--- config.mk ---
export PLATFORM = sky130hd
export DESIGN_NAME = byte_wise_prbs_scrambler_core
export DESIGN_NICKNAME = d
export VERILOG_FILES = /design/src/hdl/bpsc_pkg.sv /design/src/hdl/bpsc_cfg_regs.sv /design/src/hdl/bpsc_lfsr8.sv /design/src/hdl/byte_wise_prbs_scrambler_core.sv
export SDC_FILE = /design/constraint.sdc
export NUM_CORES = 1
export LEC_CHECK = 0
export BUFFER_PORTS_ARGS = -buffer_cell sky130_fd_sc_hd__buf_2
export CAP_MARGIN = 30
export CORE_AREA = 5 5 181 183
export CTS_CLUSTER_SIZE = 24
export DETAILED_ROUTE_END_ITERATION = 16
export DIE_AREA = 0 0 186 188
export GPL_ROUTABILITY_DRIVEN = 0
export PLACE_DENSITY = 0.66
export SYNTH_ARGS = -nofsm -noshare
export SYNTH_HDL_FRONTEND = slang
export SYNTH_SLANG_ARGS = --single-unit
export TNS_END_PERCENT = 10
--- constraint.sdc ---
create_clock -name clk -period 16.95 [get_ports clk]
set_input_delay 3.39 -clock clk [delete_from_list [all_inputs] [get_ports clk]]
set_output_delay 3.39 -clock clk [all_outputs]
set_load 0.005 [all_outputs]
--- src/hdl/bpsc_pkg.sv ---
// ---------------------------------------------------------------------------
// bpsc_pkg
// Shared types and constants of the byte-wise PRBS scrambler.
// ---------------------------------------------------------------------------
`default_nettype none

package bpsc_pkg;

    // Default geometry
    localparam int REG_WIDTH_DEF = 32;
    localparam int POS_BITS_DEF  = 20;

    // Configuration port
    localparam int CFG_ADDR_W = 3;
    localparam int CFG_DATA_W = 32;
    localparam int CFG_LEN_W  = 20;

    // Stream words
    localparam int BYTE_W = 8;

    // Scrambler constants
    localparam logic [CFG_DATA_W-1:0] DVB_START  = 32'h0000_00A9;
    localparam logic [7:0]            DVB_PACKET = 8'd188;
    localparam logic [BYTE_W-1:0]     FILL_BYTE  = 8'hFF;

    // Register reset values
    localparam logic [CFG_DATA_W-1:0] POLY_RST  = 32'h0000_0110;
    localparam logic [CFG_DATA_W-1:0] START_RST = 32'h0000_0000;
    localparam logic [CFG_LEN_W-1:0]  FLEN_RST  = 20'd1;
    localparam logic [CFG_LEN_W-1:0]  ICNT_RST  = 20'd0;

    typedef enum logic [CFG_ADDR_W-1:0] {
        CFG_POLY  = 3'd0,
        CFG_START = 3'd1,
        CFG_FLEN  = 3'd2,
        CFG_ICNT  = 3'd3,
        CFG_MIX   = 3'd4
    } cfg_index_t;

    typedef struct packed {
        logic [CFG_DATA_W-1:0] poly;
        logic [CFG_DATA_W-1:0] start_value;
        logic [CFG_LEN_W-1:0]  frame_length;
        logic [CFG_LEN_W-1:0]  init_count;
        logic                  mix_input;
    } cfg_t;

endpackage

`default_nettype wire

--- src/hdl/bpsc_cfg_regs.sv ---
// ---------------------------------------------------------------------------
// bpsc_cfg_regs
// Write-only configuration register file of the scrambler.
// ---------------------------------------------------------------------------
`default_nettype none

module bpsc_cfg_regs (
    input  wire logic                            clk,
    input  wire logic                            rst_n,
    input  wire logic                            cfg_wr_en,
    input  wire logic [bpsc_pkg::CFG_ADDR_W-1:0] cfg_addr,
    input  wire logic [bpsc_pkg::CFG_DATA_W-1:0] cfg_wdata,
    output bpsc_pkg::cfg_t                       cfg
);

    bpsc_pkg::cfg_t cfg_reg;
    bpsc_pkg::cfg_t cfg_next;

    // Decode the write; unknown indexes drop the data
    always_comb
    begin
        cfg_next = cfg_reg;
        if (cfg_wr_en)
        begin
            unique case (bpsc_pkg::cfg_index_t'(cfg_addr))
                bpsc_pkg::CFG_POLY:  cfg_next.poly         = cfg_wdata;
                bpsc_pkg::CFG_START: cfg_next.start_value  = cfg_wdata;
                bpsc_pkg::CFG_FLEN:
                    cfg_next.frame_length = cfg_wdata[bpsc_pkg::CFG_LEN_W-1:0];
                bpsc_pkg::CFG_ICNT:
                    cfg_next.init_count   = cfg_wdata[bpsc_pkg::CFG_LEN_W-1:0];
                bpsc_pkg::CFG_MIX:   cfg_next.mix_input    = cfg_wdata[0];
                default:             cfg_next              = cfg_reg;
            endcase
        end
    end

    always_ff @(posedge clk or negedge rst_n)
    begin
        if (!rst_n)
        begin
            cfg_reg.poly         <= bpsc_pkg::POLY_RST;
            cfg_reg.start_value  <= bpsc_pkg::START_RST;
            cfg_reg.frame_length <= bpsc_pkg::FLEN_RST;
            cfg_reg.init_count   <= bpsc_pkg::ICNT_RST;
            cfg_reg.mix_input    <= 1'b0;
        end
        else
        begin
            cfg_reg <= cfg_next;
        end
    end

    assign cfg = cfg_reg;

endmodule

`default_nettype wire

--- src/hdl/bpsc_lfsr8.sv ---
// ---------------------------------------------------------------------------
// bpsc_lfsr8
// Eight unrolled Fibonacci LFSR steps with parity feedback.
// ---------------------------------------------------------------------------
`default_nettype none

module bpsc_lfsr8 #(
    parameter int REG_WIDTH = bpsc_pkg::REG_WIDTH_DEF
) (
    input  wire logic [REG_WIDTH-1:0] state_in,
    input  wire logic [REG_WIDTH-1:0] poly,
    output logic      [REG_WIDTH-1:0] state_out
);

    localparam int STEPS = 8;

    always_comb
    begin
        logic [REG_WIDTH-1:0] acc;
        acc = state_in;
        for (int k = 0; k < STEPS; k++)
        begin
            // shift left, feed parity of the tapped bits into bit 0
            acc = {acc[REG_WIDTH-2:0], ^(acc & poly)};
        end
        state_out = acc;
    end

endmodule

`default_nettype wire

--- src/hdl/byte_wise_prbs_scrambler_core.sv ---
// ---------------------------------------------------------------------------
// byte_wise_prbs_scrambler_core
// Byte-wise LFSR energy-dispersal scrambler on a stream interface.
// Path: an accepted input passes the input register, then the result
//   register; one word per cycle sustained while the sink does not stall,
//   with the eight-step LFSR advance between the two registers.
// Reset: async active low; clears valids, slot counter, phase and LFSR,
//   and loads the configuration registers with their defaults.
// ---------------------------------------------------------------------------
`default_nettype none

module byte_wise_prbs_scrambler_core #(
    parameter int REG_WIDTH = bpsc_pkg::REG_WIDTH_DEF,   // 2 .. 32
    parameter int POS_BITS  = bpsc_pkg::POS_BITS_DEF     // 8 .. 32
) (
    input  wire logic                            clk,
    input  wire logic                            rst_n,

    // Configuration write port
    input  wire logic                            cfg_wr_en,
    input  wire logic [bpsc_pkg::CFG_ADDR_W-1:0] cfg_addr,
    input  wire logic [bpsc_pkg::CFG_DATA_W-1:0] cfg_wdata,

    // Input stream
    input  wire logic                            s_axis_tvalid,
    output logic                                 s_axis_tready,
    input  wire logic [bpsc_pkg::BYTE_W-1:0]     s_axis_tdata,   // [7:0] in_byte

    // Output stream
    output logic                                 m_axis_tvalid,
    input  wire logic                            m_axis_tready,
    output logic      [bpsc_pkg::BYTE_W-1:0]     m_axis_tdata,   // [7:0] out_byte
    output logic                                 m_axis_tlast    // frame_last
);

    // Length arithmetic must hold both the 20-bit register and 2^POS_BITS
    localparam int LEN_W = (POS_BITS + 1 > bpsc_pkg::CFG_LEN_W) ?
                           POS_BITS + 1 : bpsc_pkg::CFG_LEN_W;
    localparam int BW    = bpsc_pkg::BYTE_W;

    // -----------------------------------------------------------------------
    // Configuration
    // -----------------------------------------------------------------------
    bpsc_pkg::cfg_t cfg;

    bpsc_cfg_regs u_cfg (
        .clk       (clk),
        .rst_n     (rst_n),
        .cfg_wr_en (cfg_wr_en),
        .cfg_addr  (cfg_addr),
        .cfg_wdata (cfg_wdata),
        .cfg       (cfg)
    );

    // -----------------------------------------------------------------------
    // Registers
    // -----------------------------------------------------------------------
    logic                 in_valid_reg;
    logic [BW-1:0]        in_byte_reg;
    logic                 out_valid_reg;
    logic [BW-1:0]        out_byte_reg;
    logic                 out_last_reg;
    logic [REG_WIDTH-1:0] sr_reg;
    logic [POS_BITS-1:0]  pos_reg;
    logic [7:0]           phase_reg;

    logic [REG_WIDTH-1:0] sr_next;
    logic [POS_BITS-1:0]  pos_next;
    logic [7:0]           phase_next;
    logic [BW-1:0]        out_byte_next;
    logic                 out_last_next;

    // Move the held word into the result register when that slot frees up;
    // the input side keeps flowing as long as the held word can move on.
    logic advance;
    assign advance       = in_valid_reg && (!out_valid_reg || m_axis_tready);
    assign s_axis_tready = !in_valid_reg || !out_valid_reg || m_axis_tready;

    // -----------------------------------------------------------------------
    // Effective frame length and fill count
    // -----------------------------------------------------------------------
    logic [LEN_W-1:0] pos_limit;
    logic [LEN_W-1:0] flen_raw;
    logic [LEN_W-1:0] flen;
    logic [LEN_W-1:0] icnt_raw;
    logic [LEN_W-1:0] icnt;
    logic [LEN_W-1:0] pos_ext;
    logic [LEN_W-1:0] pos_inc;

    assign pos_limit = LEN_W'(1) << POS_BITS;
    assign flen_raw  = LEN_W'(cfg.frame_length);
    assign icnt_raw  = LEN_W'(cfg.init_count);
    assign pos_ext   = LEN_W'(pos_reg);
    assign pos_inc   = pos_ext + LEN_W'(1);

    always_comb
    begin
        // zero length acts as one; clamp to the slot counter range
        if (flen_raw == '0)
            flen = LEN_W'(1);
        else if (flen_raw > pos_limit)
            flen = pos_limit;
        else
            flen = flen_raw;
        icnt = (icnt_raw > flen) ? flen : icnt_raw;
    end

    // -----------------------------------------------------------------------
    // Frame-start load value
    // -----------------------------------------------------------------------
    logic [REG_WIDTH-1:0] poly_m;
    logic [REG_WIDTH-1:0] ones_fill;
    logic [REG_WIDTH-1:0] load_val;

    assign poly_m = cfg.poly[REG_WIDTH-1:0];

    // all-ones as wide as the polynomial: bit i set if any tap at or above i
    always_comb
    begin
        for (int i = 0; i < REG_WIDTH; i++)
        begin
            ones_fill[i] = |(poly_m >> i);
        end
    end

    assign load_val = (cfg.start_value != '0) ? cfg.start_value[REG_WIDTH-1:0] : ones_fill;

    // -----------------------------------------------------------------------
    // Slot processing
    // -----------------------------------------------------------------------
    logic                 frame_start;
    logic [REG_WIDTH-1:0] sr_cur;
    logic [7:0]           phase_cur;
    logic [REG_WIDTH-1:0] sr_adv;
    logic [REG_WIDTH+BW-1:0] sr_adv_ext;
    logic                 fill_slot;
    logic                 dvb_mode;
    logic [BW-1:0]        seq_byte;

    assign frame_start = (pos_reg == '0);
    assign sr_cur      = frame_start ? load_val : sr_reg;
    assign phase_cur   = frame_start ? 8'd0 : phase_reg;

    bpsc_lfsr8 #(
        .REG_WIDTH (REG_WIDTH)
    ) u_lfsr (
        .state_in  (sr_cur),
        .poly      (poly_m),
        .state_out (sr_adv)
    );

    assign sr_adv_ext = {{BW{1'b0}}, sr_adv};
    assign fill_slot  = (pos_ext < icnt);
    assign dvb_mode   = (cfg.start_value == bpsc_pkg::DVB_START);

    always_comb
    begin
        // leading fill slots hold the register; others advance it
        if (fill_slot)
        begin
            seq_byte = bpsc_pkg::FILL_BYTE;
            sr_next  = sr_cur;
        end
        else
        begin
            sr_next = sr_adv;
            // sync byte position of a DVB packet takes a zero sequence byte
            if (dvb_mode && (phase_cur == 8'd0))
                seq_byte = '0;
            else
                seq_byte = sr_adv_ext[BW-1:0];
        end

        out_byte_next = cfg.mix_input ? (seq_byte ^ in_byte_reg) : seq_byte;
        out_last_next = (pos_inc >= flen);

        if (out_last_next)
        begin
            pos_next   = '0;
            phase_next = 8'd0;
        end
        else
        begin
            pos_next   = pos_inc[POS_BITS-1:0];
            phase_next = ((phase_cur + 8'd1) >= bpsc_pkg::DVB_PACKET) ?
                         8'd0 : phase_cur + 8'd1;
        end
    end

    // -----------------------------------------------------------------------
    // Control and state registers
    // -----------------------------------------------------------------------
    always_ff @(posedge clk or negedge rst_n)
    begin
        if (!rst_n)
        begin
            in_valid_reg  <= 1'b0;
            out_valid_reg <= 1'b0;
            sr_reg        <= '0;
            pos_reg       <= '0;
            phase_reg     <= 8'd0;
        end
        else
        begin
            if (s_axis_tready)
                in_valid_reg <= s_axis_tvalid;

            if (advance)
                out_valid_reg <= 1'b1;
            else if (m_axis_tready)
                out_valid_reg <= 1'b0;

            if (advance)
            begin
                sr_reg    <= sr_next;
                pos_reg   <= pos_next;
                phase_reg <= phase_next;
            end
        end
    end

    // Payload registers
    always_ff @(posedge clk)
    begin
        if (s_axis_tready && s_axis_tvalid)
            in_byte_reg <= s_axis_tdata;

        if (advance)
        begin
            out_byte_reg <= out_byte_next;
            out_last_reg <= out_last_next;
        end
    end

    assign m_axis_tvalid = out_valid_reg;
    assign m_axis_tdata  = out_byte_reg;
    assign m_axis_tlast  = out_last_reg;

endmodule

`default_nettype wire

# Word-level counts from Yosys, hierarchy flattened
# Cells that the tools add are included.
[totals]
register_bits = 184
inputBits = 48
output_inout_bits = 11
word_cells = 107
[classes]
addsub = 2
order_cmp = 5
n_eq_ne = 5
n_mux = 15
bitwise = 9
reduce_logical = 58
[ops]
columns = ["op", "count"]
rows = [
  ["$and A32 B32 Y32", 8],
  ["$reduce_xor A32 Y1", 8],
  ["$mux W32", 3],
  ["$mux W21", 3],
  ["$mux W8", 6],
  ["$eq A32 B8 Y1 const B", 1],
  ["$reduce_bool A32 Y1", 1],
  ["$reduce_or A32 Y1", 1],
  ["$reduce_or A31 Y1", 1],
  ["$reduce_or A30 Y1", 1],
  ["$reduce_or A29 Y1", 1],
  ["$reduce_or A28 Y1", 1],
  ["$reduce_or A27 Y1", 1],
  ["$reduce_or A26 Y1", 1],
  ["$reduce_or A25 Y1", 1],
  ["$reduce_or A24 Y1", 1],
  ["$reduce_or A23 Y1", 1],
  ["$reduce_or A22 Y1", 1],
  ["$add A20 B1 Y21 const B", 1],
  ["$ge A21 B21 Y1", 1],
  ["$gt A20 B21 Y1", 1],
  ["$gt A20 B21 Y1 const B", 1],
  ["$logic_not A21 Y1", 1],
  ["$lt A20 B21 Y1", 1],
  ["other kinds (36)", 47],
]

# Longest topological paths before layout
[logic_depth]
depth_word = 23
ltp_mapped = 37
ltp_nobuf = 33

# Hierarchy
# Synthesis repeated with hierarchy kept, for this count alone.
[unflattened]
cells_unflattened = 1646
area_unflattened_um2 = 14427.6
[by_module_without_submodules]
columns = ["mod", "n_inst", "cells_per_inst", "area_each_um2", "seq_area_each_um2"]
rows = [
  ["byte_wise_prbs_scrambler_core", 1, 801, 6585.1, 2062.0],
  ["bpsc_cfg_regs", 1, 226, 3976.3, 2631.3],
  ["bpsc_lfsr8", 1, 619, 3866.2, 0.0],
]

# Least setup slack after synthesis
# OpenSTA, ideal clock, no wires.
[synth_timing]
path_kind = "input port to output port"
from = "in m_axis_tready"
to = "out s_axis_tready"
arrival_time_ns = 3.564
required_time_ns = 13.560
slack_ns = 9.996
cell_stages = 1
path_buffers = 0
path_cell_list = "nand3b_1"
[synth_via]
elab_chain_cells = 1
[synth_lines]
columns = ["item", "line", "rtl"]
rows = [
  ["start, declared", "byte_wise_prbs_scrambler_core.sv:31", "input wire logic m_axis_tready,"],
  ["$logic_or A1 B1 Y1", "byte_wise_prbs_scrambler_core.sv:77", "assign s_axis_tready = !in_valid_reg || !out_valid_reg || m_axis_tready;"],
  ["end, declared", "byte_wise_prbs_scrambler_core.sv:26", "output logic s_axis_tready,"],
]
# Every way passes these cells.

# Worst setup path in the final report
[layout_timing]
from = "reg pos_reg[0]"
to = "reg out_byte_reg[0] (netlist: m_axis_tdata[0]), data pin"
[layout_via]
elab_chain_cells = 22
elab_cells_between_ends = 26
cone_classes = "order compare (1); mux (5); bitwise (9); reduce/logical (11)"
[layout_lines]
columns = ["item", "line", "rtl"]
rows = [
  ["start, declared", "byte_wise_prbs_scrambler_core.sv:64", "logic [POS_BITS-1:0] pos_reg;"],
  ["start signal, assigned", "byte_wise_prbs_scrambler_core.sv:216", "pos_reg <= pos_next;"],
  ["$logic_not A20 Y1", "byte_wise_prbs_scrambler_core.sv:140", "assign frame_start = (pos_reg == '0);"],
  ["$mux W32", "byte_wise_prbs_scrambler_core.sv:141", "assign sr_cur = frame_start ? load_val : sr_reg;"],
  ["$and A32 B32 Y32", "bpsc_lfsr8.sv:24", "acc = {acc[REG_WIDTH-2:0], ^(acc & poly)};"],
  ["$reduce_xor A32 Y1", "bpsc_lfsr8.sv:24", ""],
  ["$and A32 B32 Y32", "bpsc_lfsr8.sv:24", ""],
  ["$reduce_xor A32 Y1", "bpsc_lfsr8.sv:24", ""],
  ["$and A32 B32 Y32", "bpsc_lfsr8.sv:24", ""],
  ["$reduce_xor A32 Y1", "bpsc_lfsr8.sv:24", ""],
  ["[... 7 more ...]", "n/a", ""],
  ["$reduce_xor A32 Y1", "bpsc_lfsr8.sv:24", ""],
  ["$and A32 B32 Y32", "bpsc_lfsr8.sv:24", ""],
  ["$reduce_xor A32 Y1", "bpsc_lfsr8.sv:24", ""],
  ["$mux W8", "byte_wise_prbs_scrambler_core.sv:168", "if (dvb_mode && (phase_cur == 8'd0))"],
  ["$mux W8 *", "byte_wise_prbs_scrambler_core.sv:159", "if (fill_slot)"],
  ["$xor A8 B8 Y8", "byte_wise_prbs_scrambler_core.sv:174", "out_byte_next = cfg.mix_input ? (seq_byte ^ in_byte_reg) : seq_byte;"],
  ["$mux W8 *", "byte_wise_prbs_scrambler_core.sv:174", ""],
  ["via out_byte_next[0]", "byte_wise_prbs_scrambler_core.sv:70", "logic [BW-1:0] out_byte_next;"],
  ["end signal, assigned", "byte_wise_prbs_scrambler_core.sv:230", "out_byte_reg <= out_byte_next;"],
  ["end, declared", "byte_wise_prbs_scrambler_core.sv:61", "logic [BW-1:0] out_byte_reg;"],
]
# Mark *: on every way through the listed nets, which the timed path passes. The rest lies on a longest branch.
# A chain may end at the register's enable or synchronous reset.

==> flow_summary_export.csv <==
group,metric,value,unit
detailed_routing,first_pass_iters,6,
critical_path,cp.required,17150,ps
floorplanning,core-area,31100,um2
grt,grt_pass1_vias,12300,
clock_tree,path_clk_slew,70,ps
critical_path,critPathKind,"flop to flop",
sta,setup_viol,0,
sta,hold_viol,0,
logic_synthesis,synth_edf_count,17,
logic_synthesis,synth_cell_type_count,85,
sta,rsz0062_at_grt,"false",
critical_path,cpMaxStageDelayCell,"nand4_1",
detailed_routing,wl_per_cell,21.8,um
finish,area_growth,7.93,%
logic_synthesis,syn-cell-area,14700,um2
clock_tree,cts_max_path_buffers,2,
clock_tree,cts_buffers,17,
floorplanning,start_util,47.2,%
detailed_routing,ant_nets,0,
sta,finClkSkew,9.29,ps
finish,antenna_cells,0,
detailed_routing,wirelength,45.0,mm
grt,antenna_found_initial,0,
critical_path,cp_max_fo,42,
floorplanning,die_y,188,um
detailed_routing,route.met2.wl,20.9,mm
critical_path,cpMostUsedCell,"xnor3_1",
detailed_routing,viasPerCell,6.03,
critical_path,cp-end-kind,"flop",
clock_tree,clockRootBuffer,"clkbuf_16",
sta,tightestPinTransition,942,ps
placement,dpl.hpwl,32.9,mm
clock_tree,post-cts-setup-buffer-count,0,
logic_synthesis,ys_ff_latch,184,
detailed_routing,vias,12500,
sta,slew_violations,0,
logic_synthesis,ys_seq_area_share,32.0,%
sta,min_period,7870,ps
placement,portBuffers,58,
logic_synthesis,synthFlopType,"dfrtp_1",
critical_path,worstPathArrival,8070,ps
detailed_routing,m1WireLength,18.6,mm
sta,relSlewSlack,37.2,%
sta,tns,0,ps
logic_synthesis,ys_warn_count,0,
finish,largest_register_ffs,105,
logic_synthesis,synth.net_count,1763,
run_status,status,"finished clean",
grt,overflow,0,
finish,nets,1762,
floorplanning,die-area,35000,um2
critical_path,path_buf_inv,2,
logic_synthesis,synth_async_sr_flop_share,90.8,%
hold_path,hold_class,"flop to flop",
grt,grt_pass1_wl,70.5,mm
finish,drive_gt1_share,14.3,%
grt,grt_max_degree,103,
floorplanning,ios,59,
finish,layout_commonest_cell,"nand2_1",
grt,grt_use_total,25.9,%
run,drv_cap,0,
critical_path,path_delay_family,"simple AND/OR/NAND/NOR gates",
sta,fmax,127,MHz
detailed_routing,route.detailed.drc,0,
logic_synthesis,synth_cells,1652,
detailed_routing,highest_layer,"met4",
clock_tree,ctsResizeCount,0,
finish,fill_cells,2928,
critical_path,startpoint_type,"flop",
clock_tree,cts_tree,"built",
detailed_routing,first_iter_violations,1138,
sta,fin_crit_sh,46.4,%
clock_tree,ctsHoldBuffers,0,
floorplanning,placementRows,65,
critical_path,max_stage_delay,640,ps
floorplanning,fp.dieW,186,um
detailed_routing,wl_met3,3.80,mm
clock_tree,clock_latency,450,ps
clock_tree,clock_sink_count,184,
logic_synthesis,synth_area_per_cell,8.88,um2
finish,layout_common_cells,"nand2_1, dfrtp_1, xnor2_1, o21ai_0, xor2_1",
clock_tree,htree_num_levels,4,
-- final cells by class --
type,count,area [um2],share of cell area (%)
Clock buffer,19,434,2.74
Clock inverter,13,145,0.916
Inverter,34,128,0.806
Multi-Input combinational cell,1333,9440,59.6
Sequential cell,184,4690,29.6
Tap cell,402,503,3.18
Timing Repair Buffer,81,502,3.17
-- kinds of logic (layout without fill, tap and decap cells) --
family | count (synthesis) | after routing | share of synthesized area [%]
AND/OR/NAND/NOR | 602 | 602 | 18.9
buffers and inverters | 135 | 147 | 3.98
adder cells (fa/ha/maj) | 63 | 63 | 5.37
flip-flops | 184 | 184 | 32.0
XOR/XNOR | 247 | 247 | 17.2
multiplexers | 130 | 130 | 9.57
AO/OA/AOI/OAI | 291 | 291 | 13.0
-- Yosys cell counts, drive strengths merged (25+ instances only) --
cell type  count  area (um2)
nor2          66         263
inv           32         120
o21ai        116         584
mux2i         47         470
clkbuf        75         282
a21o          26         195
nor4          25         181
nand3         40         200
a21oi         40         211
xor2          86         761
buf           26         175
nand2        355        1340
mux2          83         935
xnor2        136        1200
ha            63         788
dfrtp        164        4100
-- path summary, 6_finish.rpt --
kind	from	cells after the start	to	slack [ps]
max	pos_reg[0]	25	m_axis_tdata[0]	9080
min	sr_reg[14]	2	sr_reg[14]	470
max reg2reg	pos_reg[0]	25	m_axis_tdata[0]	9080
min reg2reg	sr_reg[14]	2	sr_reg[14]	470
max in group asynchronous	rst_n	2	pos_reg[10]	12860
min in group asynchronous	rst_n	1	pos_reg[0]	2860
-- per-layer routing --
layer  GRT usage [%]  up-vias
met5               0        -
met4            9.53        0
met3            5.22      120
met2            41.0      589
met1            35.2     6032
li1                -     5724
-- worst min-delay path, cell delays in order, from the launching register on --
cell and delay, ps:
dfrtp_1 330, nand2_1 50, o21ai_0 60
-- stage by stage --
stage	utilization, %	std cells	cell area [um2]	hold WS [ps]	worst slack [ps]
final	51.0	2066	15800	475	9080
after global routing	51.0	2066	15800	518	8730
after CTS	50.9	2065	15800	480	9200
after detailed placement	49.0	2033	15200	463	9230
after global placement	49.0	2032	15200	462	9240
after floorplan	-	1652	14700	441	10000
Power is left out: the tool's default activity adds up to more than one toggle a clock period on the data nets, which glitch-free logic cannot reach.
